File: config.mk
export PLATFORM = sky130hd
export DESIGN_NAME = vwap_sqrt
export DESIGN_NICKNAME = d
export VERILOG_FILES = /design/src/hw/rtl/vwap_pkg.sv /design/src/hw/rtl/vwap_sqrt.sv
export SDC_FILE = /design/constraint.sdc
export NUM_CORES = 1
export LEC_CHECK = 0
export ABC_AREA = 1
export BUFFER_PORTS_ARGS = -buffer_cell sky130_fd_sc_hd__buf_2
export CAP_MARGIN = 20
export CORE_ASPECT_RATIO = 0.7
export CORE_MARGIN = 1.5
export CORE_UTILIZATION = 40
export DETAILED_ROUTE_END_ITERATION = 8
export PLACE_DENSITY_LB_ADDON = 0.08
export SYNTH_ARGS = -nofsm -noshare
export SYNTH_HDL_FRONTEND = slang
export SYNTH_SLANG_ARGS = --single-unit
File: constraint.sdc
create_clock -name clk_i -period 14.1 [get_ports clk_i]
set_input_delay 2.82 -clock clk_i [delete_from_list [all_inputs] [get_ports clk_i]]
set_output_delay 2.82 -clock clk_i [all_outputs]
set_load 0.01 [all_outputs]
File: src/hw/rtl/vwap_pkg.sv
`timescale 1ns / 1ps
// ----------------------------------------------------------------------------
// vwap_pkg
// Shared widths, register codes and sequencer states of the VWAP block.
// ----------------------------------------------------------------------------
package vwap_pkg;

  localparam int unsigned TS_W      = 40;
  localparam int unsigned PRICE_W   = 20;
  localparam int unsigned VOL_W     = 16;
  localparam int unsigned FRAC_W    = 8;
  localparam int unsigned VAL_W     = 28;
  localparam int unsigned BAND_W    = 31;
  localparam int unsigned ACC_W     = 64;
  localparam int unsigned MAX_BANDS = 3;
  localparam int unsigned PER_W     = 32;
  localparam int unsigned OFS_W     = 17;
  localparam int unsigned CNT_W     = 2;

  // dividend of the shared divider: accumulator with the wider fraction appended
  localparam int unsigned DVD_W     = ACC_W + 2 * FRAC_W;
  localparam int unsigned ROOT_W    = ACC_W / 2;

  // shared multiplier operand widths
  localparam int unsigned MUL_A_W   = 2 * PRICE_W;
  localparam int unsigned MUL_B_W   = VAL_W;

  localparam logic [PER_W-1:0] DAY_SECONDS = PER_W'(86400);
  localparam logic [VAL_W-1:0] VAL_MAX     = {VAL_W{1'b1}};

  localparam int unsigned APB_AW = 5;
  localparam int unsigned APB_DW = 32;

  typedef enum logic [2:0] {
    REG_PERIOD   = 3'd0,
    REG_FILTER   = 3'd1,
    REG_OFFSET   = 3'd2,
    REG_DURATION = 3'd3,
    REG_BANDS    = 3'd4
  } cfg_reg_e;

  typedef enum logic [3:0] {
    S_IDLE,
    S_CHECK,
    S_TS_DIV,
    S_MUL_PP,
    S_MUL_PPV,
    S_ACC_SQ,
    S_DIV_V,
    S_DIV_M,
    S_MUL_VV,
    S_SQRT_GO,
    S_SQRT,
    S_OUT
  } state_e;

endpackage

File: src/hw/rtl/vwap_sqrt.sv
`timescale 1ns / 1ps
// ----------------------------------------------------------------------------
// vwap_sqrt
// Integer square root, one result bit per cycle.
// ----------------------------------------------------------------------------
module vwap_sqrt (
  input  logic                        clk_i,
  input  logic                        rst_ni,
  input  logic                        start_i,
  input  logic [vwap_pkg::ACC_W-1:0]  value_i,
  output logic                        done_o,
  output logic [vwap_pkg::ROOT_W-1:0] root_o
);

  localparam int unsigned STEP_W = $clog2(vwap_pkg::ROOT_W);
  localparam logic [STEP_W-1:0] LAST_STEP = STEP_W'(vwap_pkg::ROOT_W - 1);
  localparam logic [vwap_pkg::ACC_W-1:0] TOP_BIT =
    {2'b01, {(vwap_pkg::ACC_W-2){1'b0}}};

  logic                       busy_q, busy_d;
  logic                       done_q, done_d;
  logic [STEP_W-1:0]          cnt_q, cnt_d;
  logic [vwap_pkg::ACC_W-1:0] v_q, v_d;
  logic [vwap_pkg::ACC_W-1:0] res_q, res_d;
  logic [vwap_pkg::ACC_W-1:0] bit_q, bit_d;
  logic [vwap_pkg::ACC_W-1:0] sum;
  logic                       ge;

  always_comb begin
    sum    = res_q + bit_q;
    ge     = v_q >= sum;
    busy_d = busy_q;
    done_d = 1'b0;
    cnt_d  = cnt_q;
    v_d    = v_q;
    res_d  = res_q;
    bit_d  = bit_q;
    if (start_i) begin
      busy_d = 1'b1;
      cnt_d  = '0;
      v_d    = value_i;
      res_d  = '0;
      bit_d  = TOP_BIT;
    end else if (busy_q) begin
      v_d   = ge ? v_q - sum : v_q;
      res_d = ge ? (res_q >> 1) + bit_q : res_q >> 1;
      bit_d = bit_q >> 2;
      cnt_d = cnt_q + 1'b1;
      if (cnt_q == LAST_STEP) begin
        busy_d = 1'b0;
        done_d = 1'b1;
      end
    end
  end

  always_ff @(posedge clk_i or negedge rst_ni) begin
    if (!rst_ni) begin
      busy_q <= 1'b0;
      done_q <= 1'b0;
      cnt_q  <= '0;
    end else begin
      busy_q <= busy_d;
      done_q <= done_d;
      cnt_q  <= cnt_d;
    end
  end

  always_ff @(posedge clk_i) begin
    v_q   <= v_d;
    res_q <= res_d;
    bit_q <= bit_d;
  end

  assign done_o = done_q;
  assign root_o = res_q[vwap_pkg::ROOT_W-1:0];

endmodule

==> flow_summary.yaml <==
place:
  gp_congestion: 1.01
  dpl_cell_area_um2: 20500
  portBuffers: 99
  dp_hpwl_um: 69900
final_layout:
  multi_input_area_um2: 13100
  final_core_util_pct: 43.7
  diodes: 0
  final_common_cell: "nand2_1"
  n_fill_cell: 5444
  register_area_um2: 4020
  syn2layout_area_growth_pct: 7.47
  layout-drive-gt1-share_pct: 5.72
  fin_area_um2: 21000
  layout_common_cells: "1115 x nand2_1, 516 x inv_1, 371 x nor2_1, 326 x nand3_1, 178 x a21oi_1"
  fin_nets: 3666
global_routing:
  antenna_found_initial: 0
  grt_max_degree: 82
  grt.overflow.total: 0
  grt_pass1_vias: 19982
  grt_pass1_wl_um: 124000
  grt_util_all_layers_pct: 33.1
synthesis:
  synth_nets: 3623
  synth_edf_count: 64
  yosysUniqueCellTypes: 47
  synth_cells: 3423
  ys_ff_latch: 167
  syn_area_per_cell_um2: 5.72
  postSynth.asyncResetShare_pct: 4.19
  yosys_warnings: 0
  synthFlopType: "dfxtp_1"
  synth_seq_area_share_pct: 20.5
  synth_area_um2: 19600
critical_path:
  cpPeakStageDelay_ps: 690
  crit_top_cell: "nand2_1"
  reg2reg_depth: 22
  path_cells: "ha_1 -> nand2_1 -> o21ai_0 -> inv_1 -> o21ai_0 -> a21o_1 -> nand2_1 -> nand2_1 -> nand3_1 -> nand3_1 -> nand2_1 -> ha_1 -> nand2_1 -> nor3_1 -> nand2_1 -> nor3_2 -> nand2_4 -> nand2_2 -> buf_4 -> nand3_1 -> nand3_1 -> nand2_1"
  critPathKind: "flop to flop"
  critPathLaunchType: "flop"
  slowest_stage: "buf_4"
  endpoint_kind: "flop"
  cp.required_ps: 14480
  path_max_fanout: 67
  worst-path-stages: 22
  cpLargestDelayFamily: "simple AND/OR/NAND/NOR gates"
  arrival_ps: 6750
  timing.critical_path.buf_inv: 2
sta:
  tightest_slew_ps: 1020
  holdWs_ps: 500
  rsz0062_at_grt: "false"
  period_share_pct: 45.2
  fmax_mhz: 157
  setup_viol: 0
  maxSlewHeadroom_pct: 32.2
  fin_worst_skew_ps: 12.5
  slew_violations: 0
  hold_viol_final: 0
  min_period_ps: 6370
  tns_ps: 0
cts:
  cts_inserted_buffers: 17
  cts_setup_buffers: 0
  clk_latency_ps: 480
  cts_tree: "done"
  clock-sinks: 167
  cts_buffer_depth: 2
  clk_pin_slew_ps: 80
  htree_levels: 4
  cts-root-buf: "clkbuf_16"
  cts_hold_buffers: 0
  cts_resized: 0
power_and_ir_drop:
  irDropWorstVdd_mv: 0.0867
  p_sw_share_pct: 55.1
  internal_power_mw: 1.76
  leakage_nw: 9.59
  p_per_area_nw_per_um2: 186
  clockPowerShare_pct: 12.5
  netSwitchingPower_mw: 2.16
  pwr-share-comb_pct: 65.9
  power_frac_seq_pct: 21.6
min_path:
  holdPathStages: 2
  holdCritPathClass: "flop to flop"
run:
  cap_viol_max_count: 0
drt:
  wl_per_cell_um: 20.3
  num_vias: 22493
  firstDrtPassIters: 6
  first_iter_violations: 2745
  detail-route-antenna-nets: 0
  drc_errors: 0
  viasPerCell: 5.44
  wirelength_um: 84100
floorplanning:
  coreArea_um2: 48100
  chipWidth_um: 267
  rows: 67
  ioPinCount: 100
  fp.dieArea_um2: 50300
  die_h_um: 188
  start_util_pct: 40.7
status:
  status: "completed"
## through the flow
| stage | setup slack [ps] | std cells | power, mW |
|---|---|---|---|
| after floorplan | 6740 | 3423 | 2.68 |
| after detailed placement | 8130 | 4102 | 3.39 |
| after global routing | 7360 | 4134 | 4.25 |
| after CTS | 8100 | 4134 | 3.89 |
| final | 7730 | 4134 | 3.92 |
| after global placement | 8250 | 4102 | 3.37 |
## flip-flops by register name, indices dropped and copies added (netlist names)
name and cells:
res_q 64, busy_q 1, bit_q 32, done_o 1
v_q 64, cnt_q 5
## power groups by stage
stage	combinational (mW)	sequential (mW)	clock (mW)
detailed placement	2.53	0.858	0
floorplan	1.88	0.802	0
global route	2.87	0.864	0.515
CTS	2.54	0.850	0.496
global placement	2.52	0.857	0
finish	2.58	0.849	0.488
## cells by family after synthesis
group	count (synthesis)	share of synthesized area, %
AND/OR/NAND/NOR	1961	41.5
adder cells (fa/ha/maj)	133	8.54
AO/OA/AOI/OAI	468	13.1
buffers and inverters	612	12.7
flip-flops	167	20.5
XOR/XNOR	82	3.67
## path summary, 6_finish.rpt
path	from	end	slack, ps
worst min-delay path	res_q[0]	res_q[0]	500
worst min register to register	res_q[0]	res_q[0]	500
worst max register to register	res_q[16]	res_q[7]	7730
worst max-delay path	res_q[16]	res_q[7]	7730
max in group asynchronous	rst_ni	cnt_q[0]	11780
min in group asynchronous	rst_ni	done_o	2160
## synth_stat cells, types with 34 or more instances
library cell | number | area share (%)
xor2_1 | 38 | 1.7
edfxtp_1 | 64 | 9.8
dfxtp_1 | 96 | 9.8
nand3_1 | 326 | 8.3
nor2_1 | 373 | 7.1
nand2_1 | 1115 | 21
inv_1 | 517 | 9.9
ha_1 | 132 | 8.4
nor3_1 | 45 | 1.1
a21oi_1 | 178 | 4.5
xnor2_1 | 44 | 2.0
clkbuf_1 | 34 | 0.65
o21ai_0 | 170 | 4.3
## cell type report
| type | instances | share of cell area (%) |
|---|---|---|
| inverter | 528 | 9.42 |
| clock inverter | 14 | 0.606 |
| clock buffer | 18 | 2.04 |
| sequential | 167 | 19.1 |
| timing repair buffer | 108 | 2.67 |
| tap | 655 | 3.89 |
| multi-input combinational | 2644 | 62.3 |
## per-layer routing
layer	vias to the layer above	track usage, %	share of wire [%]
met5	-	1.45	0.12
li1	11053	-	-
met3	75	11.2	12
met2	1075	42.9	36
met1	10288	51.0	50
met4	2	6.71	1.8
## tightest hold or removal path, cell delays in order (launching register included)
cell	delay (ps)
dfxtp_1	330
nand2_1	60
o21ai_0	60
No activity file was read; power rests on OpenSTA's default activity.
