<file path="src/hw/rtl/vwap_pkg.sv">
`timescale 1ns / 1ps
// ----------------------------------------------------------------------------
// vwap_pkg
// Shared widths, register codes and sequencer states of the VWAP block.
// ----------------------------------------------------------------------------
package vwap_pkg;

  localparam int unsigned TS_W      = 40;
  localparam int unsigned PRICE_W   = 20;
  localparam int unsigned VOL_W     = 16;
  localparam int unsigned FRAC_W    = 8;
  localparam int unsigned VAL_W     = 28;
  localparam int unsigned BAND_W    = 31;
  localparam int unsigned ACC_W     = 64;
  localparam int unsigned MAX_BANDS = 3;
  localparam int unsigned PER_W     = 32;
  localparam int unsigned OFS_W     = 17;
  localparam int unsigned CNT_W     = 2;

  // dividend of the shared divider: accumulator with the wider fraction appended
  localparam int unsigned DVD_W     = ACC_W + 2 * FRAC_W;
  localparam int unsigned ROOT_W    = ACC_W / 2;

  // shared multiplier operand widths
  localparam int unsigned MUL_A_W   = 2 * PRICE_W;
  localparam int unsigned MUL_B_W   = VAL_W;

  localparam logic [PER_W-1:0] DAY_SECONDS = PER_W'(86400);
  localparam logic [VAL_W-1:0] VAL_MAX     = {VAL_W{1'b1}};

  localparam int unsigned APB_AW = 5;
  localparam int unsigned APB_DW = 32;

  typedef enum logic [2:0] {
    REG_PERIOD   = 3'd0,
    REG_FILTER   = 3'd1,
    REG_OFFSET   = 3'd2,
    REG_DURATION = 3'd3,
    REG_BANDS    = 3'd4
  } cfg_reg_e;

  typedef enum logic [3:0] {
    S_IDLE,
    S_CHECK,
    S_TS_DIV,
    S_MUL_PP,
    S_MUL_PPV,
    S_ACC_SQ,
    S_DIV_V,
    S_DIV_M,
    S_MUL_VV,
    S_SQRT_GO,
    S_SQRT,
    S_OUT
  } state_e;

endpackage

</file>
<file path="src/hw/rtl/vwap_div.sv">
`timescale 1ns / 1ps
// ----------------------------------------------------------------------------
// vwap_div
// Restoring divider, one quotient bit per cycle, shared by all divisions.
// ----------------------------------------------------------------------------
module vwap_div (
  input  logic                        clk_i,
  input  logic                        rst_ni,
  input  logic                        start_i,
  input  logic [vwap_pkg::DVD_W-1:0]  dividend_i,
  input  logic [vwap_pkg::ACC_W-1:0]  divisor_i,
  output logic                        busy_o,
  output logic                        done_o,
  output logic [vwap_pkg::DVD_W-1:0]  quot_o,
  output logic [vwap_pkg::ACC_W-1:0]  rem_o
);

  localparam int unsigned STEP_W = $clog2(vwap_pkg::DVD_W);
  localparam logic [STEP_W-1:0] LAST_STEP = STEP_W'(vwap_pkg::DVD_W - 1);

  logic                       busy_q, busy_d;
  logic                       done_q, done_d;
  logic [STEP_W-1:0]          cnt_q, cnt_d;
  logic [vwap_pkg::DVD_W-1:0] dvd_q, dvd_d;
  logic [vwap_pkg::ACC_W-1:0] rem_q, rem_d;
  logic [vwap_pkg::ACC_W-1:0] den_q, den_d;
  logic [vwap_pkg::ACC_W:0]   trial;
  logic [vwap_pkg::ACC_W:0]   diff;
  logic                       ge;

  always_comb begin
    trial  = {rem_q, dvd_q[vwap_pkg::DVD_W-1]};
    diff   = trial - {1'b0, den_q};
    ge     = trial >= {1'b0, den_q};
    busy_d = busy_q;
    done_d = 1'b0;
    cnt_d  = cnt_q;
    dvd_d  = dvd_q;
    rem_d  = rem_q;
    den_d  = den_q;
    if (start_i) begin
      busy_d = 1'b1;
      cnt_d  = '0;
      dvd_d  = dividend_i;
      rem_d  = '0;
      den_d  = divisor_i;
    end else if (busy_q) begin
      dvd_d = {dvd_q[vwap_pkg::DVD_W-2:0], ge};
      rem_d = ge ? diff[vwap_pkg::ACC_W-1:0] : trial[vwap_pkg::ACC_W-1:0];
      cnt_d = cnt_q + 1'b1;
      if (cnt_q == LAST_STEP) begin
        busy_d = 1'b0;
        done_d = 1'b1;
      end
    end
  end

  always_ff @(posedge clk_i or negedge rst_ni) begin
    if (!rst_ni) begin
      busy_q <= 1'b0;
      done_q <= 1'b0;
      cnt_q  <= '0;
    end else begin
      busy_q <= busy_d;
      done_q <= done_d;
      cnt_q  <= cnt_d;
    end
  end

  always_ff @(posedge clk_i) begin
    dvd_q <= dvd_d;
    rem_q <= rem_d;
    den_q <= den_d;
  end

  assign busy_o = busy_q;
  assign done_o = done_q;
  assign quot_o = dvd_q;
  assign rem_o  = rem_q;

endmodule

</file>
<file path="config.mk">
export PLATFORM = sky130hd
export DESIGN_NAME = vwap_div
export DESIGN_NICKNAME = d
export VERILOG_FILES = /design/src/hw/rtl/vwap_pkg.sv /design/src/hw/rtl/vwap_div.sv
export SDC_FILE = /design/constraint.sdc
export NUM_CORES = 1
export LEC_CHECK = 0
export BUFFER_PORTS_ARGS = -buffer_cell sky130_fd_sc_hd__buf_2
export CAP_MARGIN = 40
export CORE_MARGIN = 5
export CORE_UTILIZATION = 50
export DETAILED_ROUTE_END_ITERATION = 8
export PLACE_DENSITY = 0.86
export SYNTH_ARGS = -nofsm -noshare
export SYNTH_HDL_FRONTEND = slang
export SYNTH_SLANG_ARGS = --single-unit
</file>
<file path="constraint.sdc">
create_clock -name clk_i -period 3.64 [get_ports clk_i]
set_input_delay 0.728 -clock clk_i [delete_from_list [all_inputs] [get_ports clk_i]]
set_output_delay 0.728 -clock clk_i [all_outputs]
set_load 0.1 [all_outputs]
</file>
==> results.md <==
* Hold Crit Class: input pin to async pin
* Final Wtd Congestion at 0.9278
* Final setup fails at 0
* FF+latch count, synth at 217
* Setup Total Neg Slack at 0 ns
* Core box area at 0.02496 mm²
* Crit Path Category: flip-flop to flip-flop
* Ordered cell list for the critical path: inv_1 > ha_1 > fa_1 > nor2b_1 > o21bai_1 > a211oi_2 > o22ai_1 > o31a_1 > o21ba_2 > o21ai_0 > xor2_1 > mux2i_1 > a211oi_1
* Slew @ Worst Pin at 0.7731 ns
* Top cell type by total area after synthesis: edfxtp_1
* Reg area at 0.005844 mm²
* Layout cells sized above 1 at 0.3066
* Area of placed instances at 0.01437 mm²
* Clock Tree Buf Depth at 3
* Syn avg cell area at 10.11 µm²
* Overall routing resource usage at 0.2415
* DIE AREA at 0.02840 mm²
* Slew HR at 0.4846
* Total CTS buffers at 25
* Power, Total at 6.702 mW
* Hold WS at 0.05682 ns
* Final count of pins violating max slew at 0
* Clk_lat worst skew at 0.53 ns
* Final Hold Fails at 0
* Post-Syn Nets at 1,456
* NetSw at 2.166 mW
* Setup crit end kind: flip-flop
* Synth warn at 0
* RSZ-0062 raised after global routing: no
* Area of the multi-input gates at 0.006131 mm²
* Synth top area cells: edfxtp_1, dfxtp_1, mux2_2, ha_1, a21oi_1
* WP data arrival at 3.82 ns
* Reg power frac at 0.431
* Largest net degree at the start of global routing at 129
* Combinational Power Share at 0.213
* Setup WS pre-CTS at -0.05111 ns
* Fraction of registers with async set or reset after synthesis at 0.04147
* Seq/Total Area, Yosys at 0.4640
* Worst EP required at 4.07 ns
* Worst vdd ir at 0.0004956 V
* Drt initial violations at 854
* First-pass GRT wire length at 55,990 µm
* Final nets at 1,731
* Final worst slack at 0.2515 ns
* Clock Skew at 0.02248 ns
* Die width at 168.5 µm
* EDFF count, synth at 144
* Remaining antenna violation count after routing at 0
* P&R area growth vs syn at 20.89%
* Slowest-stage cell, CP: fa_1
* WL final at 35,710 µm
* Final Cell Area at 0.01519 mm²
* Worst Setup Start Kind: flip-flop
* Starting Density at 0.5034
* H-tree Lvls at 1
* WL/cell at 19.13 µm
* Hpwl dp at 27,000 µm
* Non-Filler Instances at 1,867
* Int Power at 4.536 mW
* Outcome: finished, final reports clean
* Floorplan die height at 168.5 µm
* Row count at 58
* Leak at 6.657 nW
* Gr ovfl total at 0
* Switching part of the total power at 0.3232
* Final min period at 3.389 ns
* Sink Count at 217
* Vias per Instance at 5.721
* CTS tree: done
* PortBufs at 292
* DRC Markers at 0
* Initial DRT Pass Iterations at 5
* Final critical-path share of the clock period at 0.9309
* Max incr delay on CP at 0.41 ns
* Placed cell count at 1,820
* Post-synthesis cell area at 0.01257 mm²
* Library cells used by synthesis at 74
* Root buffer cell: clkbuf_16
* Cells after Synth at 1,243
* CP max FO at 3
* Area share of the largest cell type after synthesis at 0.3441
* Post-synth top flop: edfxtp_1
* Initial antenna violation count at 3
* Max-Cap Viols at 0
* Clock power share at 0.356
* Worst-path clk slew at 0.06 ns
* Layout Utilization at 0.6086
* Layout fillers at 2,073
* P per Cell Area at 441.2 mW/mm²
* I/O pins at 293
* Via count at 10,682
* Fmax at 0.2951 GHz
* Number of global-route vias before repair at 10,571
## cell usage after synthesis (all sizes together), types with 6 or more instances
master / number
o21ai: 93
dfrtp: 9
nor3: 15
a21o: 27
inv: 81
ha: 65
dfxtp: 64
clkbuf: 51
xor2: 33
a211oi: 48
edfxtp: 144
buf: 19
xnor2: 31
o21a: 6
nand3: 16
nand2b: 9
a31oi: 12
a21oi: 86
mux2i: 24
o21bai: 18
nor2b: 9
nor4: 9
nor2: 87
nand4: 22
o221ai: 6
nand2: 114
mux2: 81
## critical path, delay by kind of cell, from the launching register on
kind / cells / cell delay (ns)
AOI/OAI and AO/OA: 7 / 1.73
muxes: 1 / 0.09
xor gates and xnor gates: 1 / 0.18
adders and majority gates: 2 / 0.64
and+or+nand+nor: 1 / 0.23
DFF: 1 / 0.37
buffers and inverters: 1 / 0.05
## cell families after synthesis
logic type	synth area share
AO/OA/AOI/OAI	0.1721
AND/OR/NAND/NOR	0.1096
flip-flops	0.4640
buffers and inverters	0.05167
multiplexers	0.09170
adder cells (fa/ha/maj)	0.06631
XOR/XNOR	0.04460
## worst paths after layout
kind	start	to	slack, ns	depth (start not counted)
worst min-delay path	rst_ni	cnt_q[1]	0.06	1
min in group clk_i	divisor_i[50]	den_q[50]	0.37	1
worst max-delay path	quot_o[79]	rem_o[36]	0.25	13
max in group asynchronous	rst_ni	busy_o	3.38	1
worst min register to register	rem_o[26]	rem_o[26]	0.48	2
worst max register to register	quot_o[79]	rem_o[36]	0.25	13
## what timing repair did
action                                 4_1_cts  5_1_grt
setup buffers                                0        1
setup endpoints to repair                    4       20
gates resized for setup                      2        5
pin swaps                                    0        1
endpoints found under the hold margin        0        0
hold buffers                                 0        0
## routing by layer
| layer | GRT usage | part of all wire |
|---|---|---|
| met5 | 0 | 0.00070 |
| met4 | 0.08222 | 0.039 |
| met3 | 0.06002 | 0.084 |
| met2 | 0.4193 | 0.49 |
| met1 | 0.2944 | 0.39 |
## layout make-up
class	instances	share of cell area
clock buffer	32	0.04497
clock inverter	13	0.006095
sequential	217	0.3847
antenna	1	0.0001647
timing repair buffer	318	0.1132
multi-input combinational	875	0.4036
inverter	81	0.02010
tap	330	0.02718
## power by group through the flow
| stage | clock (mW) | sequential, mW | combinational [mW] |
|---|---|---|---|
| 2_1_floorplan | 0 | 3.63 | 0.393 |
| 3_3_place_gp | 0 | 2.93 | 1.40 |
| 3_5_place_dp | 0 | 2.94 | 1.42 |
| 4_1_cts | 2.45 | 2.89 | 1.43 |
| 5_1_grt | 2.56 | 2.91 | 1.49 |
| 6_report | 2.38 | 2.89 | 1.43 |
## flip-flops by register name (all words and copies together) (netlist names)
name,cells
busy_o,1
den_q,64
done_o,1
rem_o,64
quot_o,80
cnt_q,7
## layout by cell type, fill, tap and decap left out, types with 26 or more instances in the layout
cell,Yosys,layout
a211oi_1,48,45
a21o_1,27,27
a21oi_1,86,85
buf_2,7,291
clkbuf_16,0,26
dfxtp_1,64,54
edfxtp_1,144,144
ha_1,65,64
inv_1,81,80
mux2_2,81,81
nand2_1,113,113
nor2_1,87,86
o21ai_0,79,79
xnor2_1,31,31
xor2_1,33,33
No activity file was read; power rests on OpenSTA's default activity.
